### src/rtl/mtg_pkg.sv
package mtg_pkg;

    localparam int MAX_PANELS_DEF  = 4;
    localparam int GRID_HEIGHT_DEF = 16;
    localparam int MAX_ANTS_DEF    = 6;
    localparam int MAX_RULE_DEF    = 8;

    localparam int PANEL_COLS  = 16;
    localparam int PANEL_SHIFT = 4;

    localparam int CFG_ADDR_W = 3;
    localparam int CFG_DATA_W = 8;

    localparam logic [CFG_ADDR_W-1:0] REG_RULE_TURNS  = 3'd0;
    localparam logic [CFG_ADDR_W-1:0] REG_RULE_LENGTH = 3'd1;
    localparam logic [CFG_ADDR_W-1:0] REG_ANT_TOTAL   = 3'd2;
    localparam logic [CFG_ADDR_W-1:0] REG_ROUNDS      = 3'd3;
    localparam logic [CFG_ADDR_W-1:0] REG_WRAP_MODE   = 3'd4;
    localparam logic [CFG_ADDR_W-1:0] REG_PANEL_TOTAL = 3'd5;

    localparam logic [7:0] RST_RULE_TURNS  = 8'd1;
    localparam logic [3:0] RST_RULE_LENGTH = 4'd2;
    localparam logic [2:0] RST_ANT_TOTAL   = 3'd1;
    localparam logic [5:0] RST_ROUNDS      = 6'd8;
    localparam logic       RST_WRAP_MODE   = 1'b1;
    localparam logic [2:0] RST_PANEL_TOTAL = 3'd3;

    localparam logic [5:0] ROUND_LIMIT = 6'd50;

    localparam logic [1:0] CMD_STEP  = 2'd0;
    localparam logic [1:0] CMD_RESET = 2'd1;
    localparam logic [1:0] CMD_READ  = 2'd2;

    localparam logic [1:0] HEAD_UP    = 2'd0;
    localparam logic [1:0] HEAD_RIGHT = 2'd1;
    localparam logic [1:0] HEAD_DOWN  = 2'd2;
    localparam logic [1:0] HEAD_LEFT  = 2'd3;

    typedef struct packed {
        logic [1:0] cmd;
        logic [5:0] read_x;
        logic [3:0] read_y;
    } req_item_t;

    typedef struct packed {
        logic [2:0] cell_color;
        logic       ant_present;
    } rsp_item_t;

    typedef struct packed {
        logic latch;
        logic place;
        logic clear_wr;
        logic fetch;
        logic update;
        logic ant_clr;
        logic ant_inc;
        logic round_clr;
        logic round_inc;
        logic look;
        logic load_result;
    } ctrl_cmd_t;

    typedef struct packed {
        logic sweep_last;
        logic ant_last;
        logic round_last;
        logic out_free;
    } dp_status_t;

endpackage

### src/rtl/multi_ant_turmite_grid_unit.sv
// Multi-ant turmite grid: a color grid of 16 * panel_total columns by GRID_HEIGHT rows
// with up to MAX_ANTS ants.
// Request channel (req_valid / req_ready / req_data) takes one command per transfer:
// step a frame, reset the simulation, or read one cell. Every request yields exactly one
// transfer on the response channel (rsp_valid / rsp_ready / rsp_data); only a read
// carries a nonzero color or ant flag.
// A read looks up its cell in state S_LOOK; a step works through each ant in turn for
// every round, one read (S_FETCH) and one write (S_UPDATE) of the cell memory per ant;
// a reset command places the ants and then runs the clear sweep that writes one cell
// per cycle.
// One request is worked on at a time; req_ready is high only while the block waits
// for a command, so the next transfer comes in the same cycle that rsp_valid rises at
// the earliest.
// After rst_n the cell memory is cleared in a sweep over all DEPTH cells (1024 at the
// default size) with req_ready low; configuration writes are taken during the sweep.
// Configuration: cfg_we writes cfg_wdata into register cfg_addr.
// When the receiver stalls, the result waits in the output register; the next request
// is still taken and worked on, and its result is loaded once the old one transfers.
module multi_ant_turmite_grid_unit #(
    parameter int MAX_PANELS  = mtg_pkg::MAX_PANELS_DEF,
    parameter int GRID_HEIGHT = mtg_pkg::GRID_HEIGHT_DEF,
    parameter int MAX_ANTS    = mtg_pkg::MAX_ANTS_DEF,
    parameter int MAX_RULE    = mtg_pkg::MAX_RULE_DEF
) (
    input  logic                           clk,
    input  logic                           rst_n,
    input  logic                           req_valid,
    output logic                           req_ready,
    input  mtg_pkg::req_item_t             req_data,
    output logic                           rsp_valid,
    input  logic                           rsp_ready,
    output mtg_pkg::rsp_item_t             rsp_data,
    input  logic                           cfg_we,
    input  logic [mtg_pkg::CFG_ADDR_W-1:0] cfg_addr,
    input  logic [mtg_pkg::CFG_DATA_W-1:0] cfg_wdata
);
    import mtg_pkg::*;

    ctrl_cmd_t  cmd;
    dp_status_t status;

    mtg_ctrl u_ctrl (
        .clk       (clk),
        .rst_n     (rst_n),
        .req_valid (req_valid),
        .req_ready (req_ready),
        .req_cmd   (req_data.cmd),
        .status    (status),
        .cmd       (cmd)
    );

    mtg_dp #(
        .MAX_PANELS  (MAX_PANELS),
        .GRID_HEIGHT (GRID_HEIGHT),
        .MAX_ANTS    (MAX_ANTS),
        .MAX_RULE    (MAX_RULE)
    ) u_dp (
        .clk       (clk),
        .rst_n     (rst_n),
        .cfg_we    (cfg_we),
        .cfg_addr  (cfg_addr),
        .cfg_wdata (cfg_wdata),
        .req_data  (req_data),
        .cmd       (cmd),
        .status    (status),
        .rsp_valid (rsp_valid),
        .rsp_ready (rsp_ready),
        .rsp_data  (rsp_data)
    );

endmodule

### src/rtl/mtg_ctrl.sv
module mtg_ctrl (
    input  logic                clk,
    input  logic                rst_n,
    input  logic                req_valid,
    output logic                req_ready,
    input  logic [1:0]          req_cmd,
    input  mtg_pkg::dp_status_t status,
    output mtg_pkg::ctrl_cmd_t  cmd
);
    import mtg_pkg::*;

    typedef enum logic [2:0] {
        S_INIT_CLEAR,
        S_CLEAR,
        S_IDLE,
        S_FETCH,
        S_UPDATE,
        S_LOOK,
        S_DONE
    } state_t;

    state_t state_reg;
    state_t state_next;

    always_comb
    begin
        state_next = state_reg;
        cmd        = '0;
        req_ready  = 1'b0;
        case (state_reg)
            S_INIT_CLEAR:
            begin
                cmd.clear_wr = 1'b1;
                if (status.sweep_last)
                begin
                    state_next = S_IDLE;
                end
            end
            S_CLEAR:
            begin
                cmd.clear_wr = 1'b1;
                if (status.sweep_last)
                begin
                    state_next = S_DONE;
                end
            end
            S_IDLE:
            begin
                req_ready = 1'b1;
                if (req_valid)
                begin
                    cmd.latch = 1'b1;
                    case (req_cmd)
                        CMD_STEP:
                        begin
                            cmd.ant_clr   = 1'b1;
                            cmd.round_clr = 1'b1;
                            state_next    = S_FETCH;
                        end
                        CMD_RESET:
                        begin
                            cmd.place  = 1'b1;
                            state_next = S_CLEAR;
                        end
                        CMD_READ:
                        begin
                            state_next = S_LOOK;
                        end
                        default:
                        begin
                            state_next = S_DONE;
                        end
                    endcase
                end
            end
            S_FETCH:
            begin
                cmd.fetch  = 1'b1;
                state_next = S_UPDATE;
            end
            S_UPDATE:
            begin
                cmd.update = 1'b1;
                if (status.ant_last)
                begin
                    cmd.ant_clr = 1'b1;
                    if (status.round_last)
                    begin
                        state_next = S_DONE;
                    end
                    else
                    begin
                        cmd.round_inc = 1'b1;
                        state_next    = S_FETCH;
                    end
                end
                else
                begin
                    cmd.ant_inc = 1'b1;
                    state_next  = S_FETCH;
                end
            end
            S_LOOK:
            begin
                cmd.look   = 1'b1;
                state_next = S_DONE;
            end
            S_DONE:
            begin
                if (status.out_free)
                begin
                    cmd.load_result = 1'b1;
                    state_next      = S_IDLE;
                end
            end
            default:
            begin
                state_next = S_IDLE;
            end
        endcase
    end

    always_ff @(posedge clk or negedge rst_n)
    begin
        if (!rst_n)
        begin
            state_reg <= S_INIT_CLEAR;
        end
        else
        begin
            state_reg <= state_next;
        end
    end

endmodule

### src/rtl/mtg_dp.sv
module mtg_dp #(
    parameter int MAX_PANELS  = mtg_pkg::MAX_PANELS_DEF,
    parameter int GRID_HEIGHT = mtg_pkg::GRID_HEIGHT_DEF,
    parameter int MAX_ANTS    = mtg_pkg::MAX_ANTS_DEF,
    parameter int MAX_RULE    = mtg_pkg::MAX_RULE_DEF
) (
    input  logic                              clk,
    input  logic                              rst_n,
    input  logic                              cfg_we,
    input  logic [mtg_pkg::CFG_ADDR_W-1:0]    cfg_addr,
    input  logic [mtg_pkg::CFG_DATA_W-1:0]    cfg_wdata,
    input  mtg_pkg::req_item_t                req_data,
    input  mtg_pkg::ctrl_cmd_t                cmd,
    output mtg_pkg::dp_status_t               status,
    output logic                              rsp_valid,
    input  logic                              rsp_ready,
    output mtg_pkg::rsp_item_t                rsp_data
);
    import mtg_pkg::*;

    localparam int X_W   = $clog2(MAX_PANELS * PANEL_COLS);
    localparam int Y_W   = (GRID_HEIGHT > 2) ? $clog2(GRID_HEIGHT) : 1;
    localparam int P_W   = $clog2(MAX_PANELS + 1);
    localparam int N_W   = $clog2(MAX_ANTS + 1);
    localparam int A_W   = (MAX_ANTS > 1) ? $clog2(MAX_ANTS) : 1;
    localparam int CW    = $clog2(MAX_RULE);
    localparam int DEPTH = MAX_PANELS * PANEL_COLS * GRID_HEIGHT;
    localparam int AW    = $clog2(DEPTH);
    localparam int P_RST = (RST_PANEL_TOTAL > MAX_PANELS) ? MAX_PANELS : RST_PANEL_TOTAL;

    function automatic logic [AW-1:0] cell_addr(input logic [Y_W-1:0] y,
                                                input logic [X_W-1:0] x,
                                                input logic [P_W-1:0] p);
        logic [Y_W+P_W-1:0] yp;
        yp = (Y_W+P_W)'(y) * (Y_W+P_W)'(p);
        return AW'({yp, {PANEL_SHIFT{1'b0}}}) + AW'(x);
    endfunction

    function automatic logic [3:0] color_mod(input logic [CW-1:0] c, input logic [3:0] len);
        logic [CW+3:0] r;
        logic [CW+3:0] d;
        r = (CW+4)'(c);
        for (int i = CW - 1; i >= 0; i--)
        begin
            d = (CW+4)'(len) << i;
            if (r >= d)
            begin
                r = r - d;
            end
        end
        return 4'(r);
    endfunction

    function automatic logic [X_W-1:0] place_col(input logic [P_W-1:0] p,
                                                 input logic [4:0] idx);
        logic [X_W+1:0] full;
        logic [X_W+1:0] c;
        full = (X_W+2)'(p) << PANEL_SHIFT;
        c    = ((X_W+2)'(p) << (PANEL_SHIFT - 1)) + (X_W+2)'(idx);
        if (c >= full)
        begin
            c = c - full;
        end
        return X_W'(c);
    endfunction

    logic [7:0]     rule_turns_reg;
    logic [3:0]     rule_length_reg;
    logic [2:0]     ant_total_reg;
    logic [5:0]     rounds_reg;
    logic           wrap_mode_reg;
    logic [2:0]     panel_total_reg;

    logic [3:0]     len_sat;
    logic [N_W-1:0] ants_sat;
    logic [5:0]     rounds_sat;
    logic [P_W-1:0] p_sat;
    logic [X_W:0]   width;
    logic [X_W:0]   w_m1;

    logic [X_W-1:0] ant_col_reg     [MAX_ANTS];
    logic [Y_W-1:0] ant_row_reg     [MAX_ANTS];
    logic [1:0]     ant_heading_reg [MAX_ANTS];

    logic [AW-1:0]  sweep_cnt_reg;
    logic [A_W-1:0] ant_cnt_reg;
    logic [5:0]     round_cnt_reg;

    logic [CW-1:0]  cell_mem [DEPTH];
    logic [CW-1:0]  rd_data_reg;

    logic [AW-1:0]  addr_reg;
    logic [X_W-1:0] x0_reg;
    logic [Y_W-1:0] y0_reg;
    logic [1:0]     h_reg;
    logic           is_read_reg;
    logic [5:0]     rx_reg;
    logic [3:0]     ry_reg;

    logic           rsp_valid_reg;
    rsp_item_t      rsp_reg;

    logic [X_W-1:0] x_cur;
    logic [Y_W-1:0] y_cur;
    logic [X_W-1:0] x0;
    logic [Y_W-1:0] y0;
    logic [AW-1:0]  ant_addr;
    logic [AW-1:0]  look_addr;

    logic [3:0]     k;
    logic [4:0]     k1;
    logic           turn_left;
    logic [1:0]     h1;
    logic [CW-1:0]  new_color;
    logic [X_W-1:0] nx;
    logic [Y_W-1:0] ny;
    logic [1:0]     nh;

    logic           in_range;
    logic           hit;

    logic           mem_we;
    logic [AW-1:0]  mem_wa;
    logic [CW-1:0]  mem_wd;
    logic           mem_re;
    logic [AW-1:0]  mem_ra;

    always_comb
    begin
        if (rule_length_reg == 4'd0)
        begin
            len_sat = 4'd1;
        end
        else if (5'(rule_length_reg) > 5'(MAX_RULE))
        begin
            len_sat = 4'(MAX_RULE);
        end
        else
        begin
            len_sat = rule_length_reg;
        end

        if (ant_total_reg == 3'd0)
        begin
            ants_sat = N_W'(1);
        end
        else if (5'(ant_total_reg) > 5'(MAX_ANTS))
        begin
            ants_sat = N_W'(MAX_ANTS);
        end
        else
        begin
            ants_sat = N_W'(ant_total_reg);
        end

        if (rounds_reg == 6'd0)
        begin
            rounds_sat = 6'd1;
        end
        else if (rounds_reg > ROUND_LIMIT)
        begin
            rounds_sat = ROUND_LIMIT;
        end
        else
        begin
            rounds_sat = rounds_reg;
        end

        if (panel_total_reg == 3'd0)
        begin
            p_sat = P_W'(1);
        end
        else if (4'(panel_total_reg) > 4'(MAX_PANELS))
        begin
            p_sat = P_W'(MAX_PANELS);
        end
        else
        begin
            p_sat = P_W'(panel_total_reg);
        end

        width = (X_W+1)'(p_sat) << PANEL_SHIFT;
        w_m1  = width - (X_W+1)'(1);
    end

    always_ff @(posedge clk or negedge rst_n)
    begin
        if (!rst_n)
        begin
            rule_turns_reg  <= RST_RULE_TURNS;
            rule_length_reg <= RST_RULE_LENGTH;
            ant_total_reg   <= RST_ANT_TOTAL;
            rounds_reg      <= RST_ROUNDS;
            wrap_mode_reg   <= RST_WRAP_MODE;
            panel_total_reg <= RST_PANEL_TOTAL;
        end
        else if (cfg_we)
        begin
            case (cfg_addr)
                REG_RULE_TURNS:  rule_turns_reg  <= cfg_wdata;
                REG_RULE_LENGTH: rule_length_reg <= cfg_wdata[3:0];
                REG_ANT_TOTAL:   ant_total_reg   <= cfg_wdata[2:0];
                REG_ROUNDS:      rounds_reg      <= cfg_wdata[5:0];
                REG_WRAP_MODE:   wrap_mode_reg   <= cfg_wdata[0];
                REG_PANEL_TOTAL: panel_total_reg <= cfg_wdata[2:0];
                default:         ;
            endcase
        end
    end

    always_ff @(posedge clk or negedge rst_n)
    begin
        if (!rst_n)
        begin
            sweep_cnt_reg <= '0;
            ant_cnt_reg   <= '0;
            round_cnt_reg <= '0;
        end
        else
        begin
            if (cmd.clear_wr)
            begin
                sweep_cnt_reg <= status.sweep_last ? '0 : sweep_cnt_reg + AW'(1);
            end
            if (cmd.ant_clr)
            begin
                ant_cnt_reg <= '0;
            end
            else if (cmd.ant_inc)
            begin
                ant_cnt_reg <= ant_cnt_reg + A_W'(1);
            end
            if (cmd.round_clr)
            begin
                round_cnt_reg <= '0;
            end
            else if (cmd.round_inc)
            begin
                round_cnt_reg <= round_cnt_reg + 6'd1;
            end
        end
    end

    assign status.sweep_last = (sweep_cnt_reg == AW'(DEPTH - 1));
    assign status.ant_last   = (ant_cnt_reg == A_W'(ants_sat - N_W'(1)));
    assign status.round_last = (round_cnt_reg == rounds_sat - 6'd1);
    assign status.out_free   = !rsp_valid_reg || rsp_ready;

    // fetch: pull the ant back onto the grid and form its cell address
    always_comb
    begin
        x_cur    = ant_col_reg[ant_cnt_reg];
        y_cur    = ant_row_reg[ant_cnt_reg];
        x0       = ((X_W+1)'(x_cur) >= width) ? X_W'(w_m1) : x_cur;
        y0       = ((Y_W+1)'(y_cur) >= (Y_W+1)'(GRID_HEIGHT)) ? Y_W'(GRID_HEIGHT - 1) : y_cur;
        ant_addr = cell_addr(y0, x0, p_sat);
    end

    always_ff @(posedge clk)
    begin
        if (cmd.fetch)
        begin
            addr_reg <= ant_addr;
            x0_reg   <= x0;
            y0_reg   <= y0;
            h_reg    <= ant_heading_reg[ant_cnt_reg];
        end
        if (cmd.latch)
        begin
            is_read_reg <= (req_data.cmd == CMD_READ);
            rx_reg      <= req_data.read_x;
            ry_reg      <= req_data.read_y;
        end
    end

    // update: turn, advance the cell color, move one cell (without wrap, turn back at an edge)
    always_comb
    begin
        k         = color_mod(rd_data_reg, len_sat);
        k1        = 5'(k) + 5'd1;
        new_color = (k1 == 5'(len_sat)) ? '0 : CW'(k1);
        turn_left = !k[3] && rule_turns_reg[k[2:0]];
        h1        = turn_left ? (h_reg - 2'd1) : (h_reg + 2'd1);
        nx        = x0_reg;
        ny        = y0_reg;
        nh        = h1;
        case (h1)
            HEAD_UP:
            begin
                if (y0_reg == '0)
                begin
                    if (wrap_mode_reg)
                    begin
                        ny = Y_W'(GRID_HEIGHT - 1);
                    end
                    else
                    begin
                        nh = HEAD_DOWN;
                    end
                end
                else
                begin
                    ny = y0_reg - Y_W'(1);
                end
            end
            HEAD_RIGHT:
            begin
                if ((X_W+1)'(x0_reg) == w_m1)
                begin
                    if (wrap_mode_reg)
                    begin
                        nx = '0;
                    end
                    else
                    begin
                        nh = HEAD_LEFT;
                    end
                end
                else
                begin
                    nx = x0_reg + X_W'(1);
                end
            end
            HEAD_DOWN:
            begin
                if (y0_reg == Y_W'(GRID_HEIGHT - 1))
                begin
                    if (wrap_mode_reg)
                    begin
                        ny = '0;
                    end
                    else
                    begin
                        nh = HEAD_UP;
                    end
                end
                else
                begin
                    ny = y0_reg + Y_W'(1);
                end
            end
            HEAD_LEFT:
            begin
                if (x0_reg == '0)
                begin
                    if (wrap_mode_reg)
                    begin
                        nx = X_W'(w_m1);
                    end
                    else
                    begin
                        nh = HEAD_RIGHT;
                    end
                end
                else
                begin
                    nx = x0_reg - X_W'(1);
                end
            end
            default:
            begin
                nh = h1;
            end
        endcase
    end

    for (genvar i = 0; i < MAX_ANTS; i++)
    begin : g_ant
        localparam int ROW_RST  = (GRID_HEIGHT / 2 + i) % GRID_HEIGHT;
        localparam int HEAD_RST = i % 4;

        always_ff @(posedge clk or negedge rst_n)
        begin
            if (!rst_n)
            begin
                ant_col_reg[i]     <= place_col(P_W'(P_RST), 5'(i));
                ant_row_reg[i]     <= Y_W'(ROW_RST);
                ant_heading_reg[i] <= 2'(HEAD_RST);
            end
            else if (cmd.place)
            begin
                ant_col_reg[i]     <= place_col(p_sat, 5'(i));
                ant_row_reg[i]     <= Y_W'(ROW_RST);
                ant_heading_reg[i] <= 2'(HEAD_RST);
            end
            else if (cmd.update && (ant_cnt_reg == A_W'(i)))
            begin
                ant_col_reg[i]     <= nx;
                ant_row_reg[i]     <= ny;
                ant_heading_reg[i] <= nh;
            end
        end
    end

    // read command: range check, address and ant match
    always_comb
    begin
        in_range  = (8'(rx_reg) < 8'(width)) && (7'(ry_reg) < 7'(GRID_HEIGHT));
        look_addr = cell_addr(Y_W'(ry_reg), X_W'(rx_reg), p_sat);
        hit       = 1'b0;
        for (int i = 0; i < MAX_ANTS; i++)
        begin
            if ((N_W'(i) < ants_sat) && (ant_col_reg[i] == X_W'(rx_reg))
                && (ant_row_reg[i] == Y_W'(ry_reg)))
            begin
                hit = 1'b1;
            end
        end
    end

    assign mem_we = cmd.clear_wr || cmd.update;
    assign mem_wa = cmd.clear_wr ? sweep_cnt_reg : addr_reg;
    assign mem_wd = cmd.clear_wr ? '0 : new_color;
    assign mem_re = cmd.fetch || cmd.look;
    assign mem_ra = cmd.fetch ? ant_addr : look_addr;

    always_ff @(posedge clk)
    begin
        if (mem_we)
        begin
            cell_mem[mem_wa] <= mem_wd;
        end
        if (mem_re)
        begin
            rd_data_reg <= cell_mem[mem_ra];
        end
    end

    always_ff @(posedge clk or negedge rst_n)
    begin
        if (!rst_n)
        begin
            rsp_valid_reg <= 1'b0;
        end
        else if (cmd.load_result)
        begin
            rsp_valid_reg <= 1'b1;
        end
        else if (rsp_ready)
        begin
            rsp_valid_reg <= 1'b0;
        end
    end

    always_ff @(posedge clk)
    begin
        if (cmd.load_result)
        begin
            rsp_reg.cell_color  <= (is_read_reg && in_range) ? 3'(rd_data_reg) : 3'd0;
            rsp_reg.ant_present <= is_read_reg && in_range && hit;
        end
    end

    assign rsp_valid = rsp_valid_reg;
    assign rsp_data  = rsp_reg;

endmodule

### config.mk
export PLATFORM = sky130hd
export DESIGN_NAME = multi_ant_turmite_grid_unit
export DESIGN_NICKNAME = d
export VERILOG_FILES = /design/src/rtl/mtg_pkg.sv /design/src/rtl/multi_ant_turmite_grid_unit.sv /design/src/rtl/mtg_ctrl.sv /design/src/rtl/mtg_dp.sv
export SDC_FILE = /design/constraint.sdc
export NUM_CORES = 2
export LEC_CHECK = 0
export BUFFER_PORTS_ARGS = -buffer_cell sky130_fd_sc_hd__buf_2
export CAP_MARGIN = 20
export CORE_MARGIN = 4
export CORE_UTILIZATION = 40
export DETAILED_ROUTE_END_ITERATION = 7
export PLACE_DENSITY_LB_ADDON = 0.2
export SLEW_MARGIN = 25
export SYNTH_ARGS = -nofsm -noshare
export SYNTH_HDL_FRONTEND = slang
export SYNTH_SLANG_ARGS = --single-unit
### constraint.sdc
create_clock -name clk -period 54 [get_ports clk]
set_input_delay 2.7 -clock clk [delete_from_list [all_inputs] [get_ports clk]]
set_output_delay 2.7 -clock clk [all_outputs]
set_load 0.005 [all_outputs]
# After elaboration in Yosys (flattened, before gate mapping)
# Memories as Yosys holds them, arrays and structs flattened. A register that Yosys moved wholly into a read port is not among the register bits.
# Cells that the tools add are included.
[word_totals] regBits=157 mem_bits_rw=3072 input_bits=28 out_inout_bits=6 elab_cells=323 memories=1
[op_classes] add_sub_neg=29 mul=2 order_cmp=23 eq_ne=43 muxes=132 bitwise=1 n_reduce_logical=54
[memory_table] name="u_dp.cell_mem" depth=1024 word_bits=3 rd=1 rd_ports_with_merged_regs=1 wr=1 line="mtg_dp.sv:89" rtl="logic [CW-1:0] cell_mem [DEPTH];"
[op_table] operator="6-bit two-way mux" n=29
[op_table] operator="4-bit two-way mux" n=21
[op_table] operator="2-bit two-way mux" n=25
[op_table] operator="6-bit == test" n=7
[op_table] operator="3-bit two-way mux" n=14
[op_table] operator="6-bit subtractor" n=6
[op_table] operator="7-bit greater-or-equal comparator" n=5
[op_table] operator="10-bit two-way mux" n=3
[op_table] operator="1-bit two-way mux" n=28
[op_table] operator="4-bit == test" n=6
[op_table] operator="3-bit == test, second input constant" n=7
[op_table] operator="1-bit logical AND" n=21
[op_table] operator="3-bit one-hot mux with 7 select lines" n=1
[op_table] operator="10-bit by 6-bit adder with 10-bit output" n=2
[op_table] operator="6-bit binary-select mux with 3-bit select" n=1
[op_table] operator="3-bit by 2-bit == test with 1-bit output, second input constant" n=6
[op_table] operator="2-bit nonzero test" n=9
[op_table] operator="3-bit zero test" n=5
[op_table] operator="6-bit by 2-bit adder with 7-bit output, second input constant" n=2
[op_table] operator="6-bit by 3-bit adder with 7-bit output, second input constant" n=2
[op_table] operator="6-bit by 7-bit greater-or-equal comparator with 1-bit output" n=2
[op_table] operator="7-bit two-way mux" n=2
[op_table] operator="6-bit by 1-bit adder with 6-bit output, second input constant" n=2
[op_table] operator="4-bit binary-select mux with 3-bit select" n=1
[op_table] operator="53 further kinds" n=77

# Depth between registers and ports, before layout
[depth] ltp_word=18 depth_mapped=37 ltp_nobuf=36

# Hierarchy
# Synthesis repeated with hierarchy kept, for this count alone.
[unflattened] hier_cells=10892 area_unflattened_um2=137156.5
[by_module_without_submodules] mod="mtg_dp" n_inst=1 cells_each=10850 area_each_um2=136773.7 seq_area_each_um2=96312.4
[by_module_without_submodules] mod="mtg_ctrl" n_inst=1 cells_each=42 area_each_um2=382.9 seq_area_each_um2=75.1

# Worst setup path before layout
# OpenSTA, ideal clock, no wires.
[synth_path] path_type="reg2reg" startpoint="register u_dp.rule_length_reg[1]" endpoint="memory u_dp.cell_mem[0][2] (netlist name) (data pin)" setup_ns=4.963 t_arrival_ns=28.925 required_time_ns=49.037 setup_slack_ns=20.112 path_stages_with_launch=28 n_path_buf=0 synth_period_minus_slack_ns=33.888 path_cell_list="dfstp_2 > nor2_1 > nor2_1 > nor2_1 > ha_1 > or3b_2 > a21oi_1 > mux2_2 > fa_1 > nor2_1 > o21ai_0 > o311ai_1 > nand2_1 > o21ai_0 > inv_1 > ha_1 > nor2b_1 > o21ai_0 > nand2b_1 > a31o_2 > a21oi_1 > nand2_1 > mux2i_2 > ha_1 > xnor2_1 > o21ai_0 > o31ai_1 > nor2_1"
[synth_between] elab_chain_cells=13 elab_cells_between_ends=17 classes_between="add/sub: 4; order compare: 4; eq/ne: 1; mux: 7; reduce/logical: 1"
[synth_rtl] item="start: declaration" line="mtg_dp.sv:68" rtl="logic [3:0] rule_length_reg;"
[synth_rtl] item="start signal: assignment" line="mtg_dp.sv:201" rtl="REG_RULE_LENGTH: rule_length_reg <= cfg_wdata[3:0];"
[synth_rtl] item="4-bit greater-than comparator" line="mtg_dp.sv:134" rtl="else if (5'(rule_length_reg) > 5'(MAX_RULE))"
[synth_rtl] item="4-bit two-way mux" line="mtg_dp.sv:134"
[synth_rtl] item="4-bit two-way mux *" line="mtg_dp.sv:130" rtl="if (rule_length_reg == 4'd0)"
[synth_rtl] item="3-bit by 6-bit subtractor with 7-bit output / 3-bit by 6-bit greater-or-equal comparator with 1-bit output (equally long branches)" line="mtg_dp.sv:48, mtg_dp.sv:46"
[synth_rtl] item="7-bit two-way mux" line="mtg_dp.sv:46" rtl="if (r >= d)"
[synth_rtl] item="7-bit by 5-bit subtractor with 7-bit output / 7-bit by 5-bit greater-or-equal comparator with 1-bit output (equally long branches)" line="mtg_dp.sv:48, mtg_dp.sv:46"
[synth_rtl] item="7-bit two-way mux" line="mtg_dp.sv:46"
[synth_rtl] item="7-bit by 4-bit greater-or-equal comparator with 1-bit output / 4-bit subtractor (equally long branches)" line="mtg_dp.sv:46, mtg_dp.sv:48"
[synth_rtl] item="4-bit two-way mux" line="mtg_dp.sv:46"
[synth_rtl] item="4-bit by 1-bit adder with 5-bit output" line="mtg_dp.sv:280" rtl="k1 = 5'(k) + 5'd1;"
[synth_rtl] item="5-bit by 4-bit == test with 1-bit output" line="mtg_dp.sv:281" rtl="new_color = (k1 == 5'(len_sat)) ? '0 : CW'(k1);"
[synth_rtl] item="3-bit two-way mux *" line="mtg_dp.sv:281"
[synth_rtl] item="3-bit two-way mux *" line="mtg_dp.sv:413" rtl="assign mem_wd = cmd.clear_wr ? '0 : new_color;"
[synth_rtl] item="via u_dp.mem_wd[2]" line="mtg_dp.sv:124" rtl="logic [CW-1:0] mem_wd;"
[synth_rtl] item="end: declaration" line="mtg_dp.sv:89"
# Mark *: on every way through the listed nets, which the timed path passes. The rest lies on a longest branch.

# Final worst setup path
[layout_path] startpoint="register u_dp.rule_length_reg[1]" endpoint="memory u_dp.cell_mem[136][2] (netlist name) (data pin)"
# Same word-level chain as after synthesis.

==> results.sh <==
export IMPL_die_h_microns=588
export IMPL_crit_path_end_kind="register"
export IMPL_clock_skew_ns=0.0534
export IMPL_grt_max_degree=229
export IMPL_synth_top_area_share_pct=69.4
export IMPL_dp_hpwl_mm=242
export IMPL_grt_pass1_vias=81100
export IMPL_die_w_microns=588
export IMPL_setup_viol=0
export IMPL_status="finished clean"
export IMPL_syn_area_sq_um=134000
export IMPL_vias_per_cell=6.00
export IMPL_die_area_sq_um=345000
export IMPL_hp_class="reg -> reg"
export IMPL_finalHoldWorstSlack_ns=0.503
export IMPL_post_synth_top_count_cell="edfxtp_1"
export IMPL_post_route_period_util_pct=20.6
export IMPL_ys_warn_count=0
export IMPL_largest_register_ffs=3072
export IMPL_row_count=212
export IMPL_arrival_ns=11.87
export IMPL_grt_most_used_layer="met2"
export IMPL_leakagePower_nw=48.8
export IMPL_synthCells=9180
export IMPL_hold_viol=0
export IMPL_max_cap_viol_count=0
export IMPL_grt_use_total_pct=23.8
export IMPL_synthMuxAreaShare_pct=8.14
export IMPL_tightest_slew_ns=1.18
export IMPL_cts_root_buf="clkbuf_16"
export IMPL_grt_overflow_total=0
export IMPL_post_cts_buffers=0
export IMPL_drtIter0Drc=10400
export IMPL_use_met3_pct=5.49
export IMPL_detail_route_antenna_nets=0
export IMPL_synth_edf_count=3108
export IMPL_tns_ns=0
export IMPL_h_tree_depth=5
export IMPL_tritoncts="yes"
export IMPL_met1_usage_pct=33.3
export IMPL_clockBufferDepth=4
export IMPL_postSynthAreaPerCell_sq_um=14.6
export IMPL_cp_required_ns=54.73
export IMPL_grt_pass1_wl_mm=602
export IMPL_syn_num_nets=9270
export IMPL_rsz0062_at_grt="no"
export IMPL_wl_per_cell_microns=30.6
export IMPL_synth_cell_types=94
export IMPL_antenna_found_initial=28
export IMPL_clock_latency_ns=0.95
export IMPL_ys_ff_latch=3228
export IMPL_grt_util_met2_pct=36.7
export IMPL_routed_wl_mm=422
export IMPL_start_kind="register"
export IMPL_cp_max_fo=183
export IMPL_synth_top_family_by_area="simple AND/OR/NAND/NOR gates"
export IMPL_cts_sinks=3228
export IMPL_vias=82700
export IMPL_core_area_sq_um=334000
export IMPL_cts_resized_gates=0
export IMPL_drc=0
export IMPL_synth_simple_gate_area_share_pct=9.88
export IMPL_synth_compound_area_share_pct=6.19
export IMPL_synth_main_ff_cell="edfxtp_1"
export IMPL_synth_xor_area_share_pct=0.697
export IMPL_ys_seq_area_share_pct=71.7
export IMPL_finalCriticalPeriod_ns=11.14
export IMPL_peakVddDrop_mv=0.0325
export IMPL_final_nets=9185
export IMPL_yosysTopAreaCell="edfxtp_1"
export IMPL_cts_buffers=336
export IMPL_area_delta_synth_final_pct=12.0
export IMPL_numPortBuffers=33
export IMPL_synth_fa_ha_area_share_pct=0.633
export IMPL_slew_viol_final=0
export IMPL_critical_path_class="reg -> reg"
export IMPL_start_util_pct=40.2
export IMPL_postCtsHoldBufs=0
export IMPL_crit_slowest_cell="buf_4"
export IMPL_drtPass1Iterations=8
export IMPL_relSlewSlack_pct=21.0
export IMPL_gp_congestion=0.850
export IMPL_cpMostUsedCell="ha_1"
export IMPL_fmax_mhz=89.7
export IMPL_power_density_nw_per_um2=42.4
export IMPL_layout_drive_gt1_share_pct=13.7
export IMPL_synth_area_leaders="edfxtp_1 69%, mux4_2 5.5%, nand2_1 3.4%"
export IMPL_cpPeakStageDelay_ns=0.79
export IMPL_io_pins=34
export IMPL_clk_pin_slew_ns=0.06
export IMPL_synthTopCellsByCount="3,108 x edfxtp_1, 1,223 x nand2_1, 1,174 x nor2_1"
export IMPL_n_fill_cell=29400
export IMPL_ys_async_sr_fraction_pct=3.72
area by class of cell:
class / count / area (sq um) / area share, %
sequential: 3228 / 96400 / 64.0
multi-input combinational: 5198 / 35100 / 23.3
clock inverter: 200 / 2180 / 1.45
antenna: 24 / 60.1 / 0.0399
tap: 4387 / 5490 / 3.65
inverter: 61 / 234 / 0.155
clock buffer: 410 / 8830 / 5.87
timing repair buffer: 270 / 2270 / 1.51
critical path, delay by kind of cell (launching register included):
kind                     cells  cell delay (ns)
multiplexers                 2             1.03
AND/OR/NAND/NOR             10             1.82
XOR/XNOR                     1             0.13
flip-flops                   1             0.54
buffers and inverters        8             3.89
adder cells (fa/ha/maj)      4             1.18
AO/OA/AOI/OAI                8             2.06
logic make-up after synthesis:
| kind of cell | after synthesis |
|---|---|
| DFF | 3228 |
| and+or+nand+nor | 3157 |
| AOI/OAI and AO/OA | 1200 |
| buffers and inverters | 754 |
| muxes | 672 |
| xor gates and xnor gates | 107 |
| adders and majority gates | 62 |
cells in the final DEF (no fill, tap or decap), types with 24 or more instances in the layout:
cell type	count
buf_4	207
nand4_1	87
buf_2	32
a2111oi_0	33
inv_1	60
clkbuf_1	65
o21ai_0	154
bufinv_16	41
clkbuf_16	341
a32o_1	45
a32oi_1	58
a211oi_1	54
xnor2_1	62
a22o_1	42
edfxtp_1	3108
nand2_1	1211
and3_1	35
mux4_2	331
a21oi_1	228
clkinv_2	51
diode_2	24
mux2i_1	282
o211ai_1	34
nor3_1	33
clkinv_1	76
o31ai_1	27
dfstp_2	44
o22ai_1	38
a22oi_1	107
dfrtp_1	76
nand3_1	429
xor2_1	45
mux2_2	58
nand3_4	24
ha_1	52
nor2_1	1163
a31oi_1	188
a222oi_1	41
worst paths after layout:
check	startpoint	to	slack, ns	cells after the start
worst max-delay path	u_dp.rule_length_reg[1]$_DFFE_PN1P_	u_dp.cell_mem[136][2]$_DFFE_PP_	42.86	33
worst min-delay path	u_dp.ant_heading_reg[0]$_DFFE_PN1P_	u_dp.ant_heading_reg[0]$_DFFE_PN1P_	0.50	2
worst max register to register	u_dp.rule_length_reg[1]$_DFFE_PN1P_	u_dp.cell_mem[136][2]$_DFFE_PP_	42.86	33
worst min register to register	u_dp.ant_heading_reg[0]$_DFFE_PN1P_	u_dp.ant_heading_reg[0]$_DFFE_PN1P_	0.50	2
max in group asynchronous	rst_n	u_dp.rsp_valid$_DFFE_PN0P_	51.05	2
min in group asynchronous	rst_n	u_dp.sweep_cnt_reg[7]$_DFFE_PN0N_	1.80	1
metrics by stage:
step / worst slack, ns / cells / cell area [sq um] / power (mW) / utilization, %
final: 42.86 / 13800 / 151000 / 6.38 / 45.0
after global routing: 42.05 / 13800 / 151000 / 6.57 / 45.0
after CTS: 42.44 / 13800 / 150000 / 6.39 / 45.0
after detailed placement: 42.43 / 13100 / 139000 / 4.05 / 41.7
after global placement: 42.42 / 13100 / 139000 / 4.04 / 41.7
after floorplan: 20.11 / 9180 / 134000 / 3.51 / -
metal layers:
metal / up-vias / routed length, microns
met2: 4205 / 194000
li1: 34900 / -
met5: - / 41
met4: 6 / 14700
met3: 689 / 40300
met1: 42900 / 173000
report_power, final:
group	internal, mW	leakage [nW]	switching (mW)
clock network	1.36	5.38	0.986
logic	0.298	13.3	0.868
registers	2.81	30.1	0.0470
total	4.48	48.8	1.90
(Power assumes the default switching activity.)
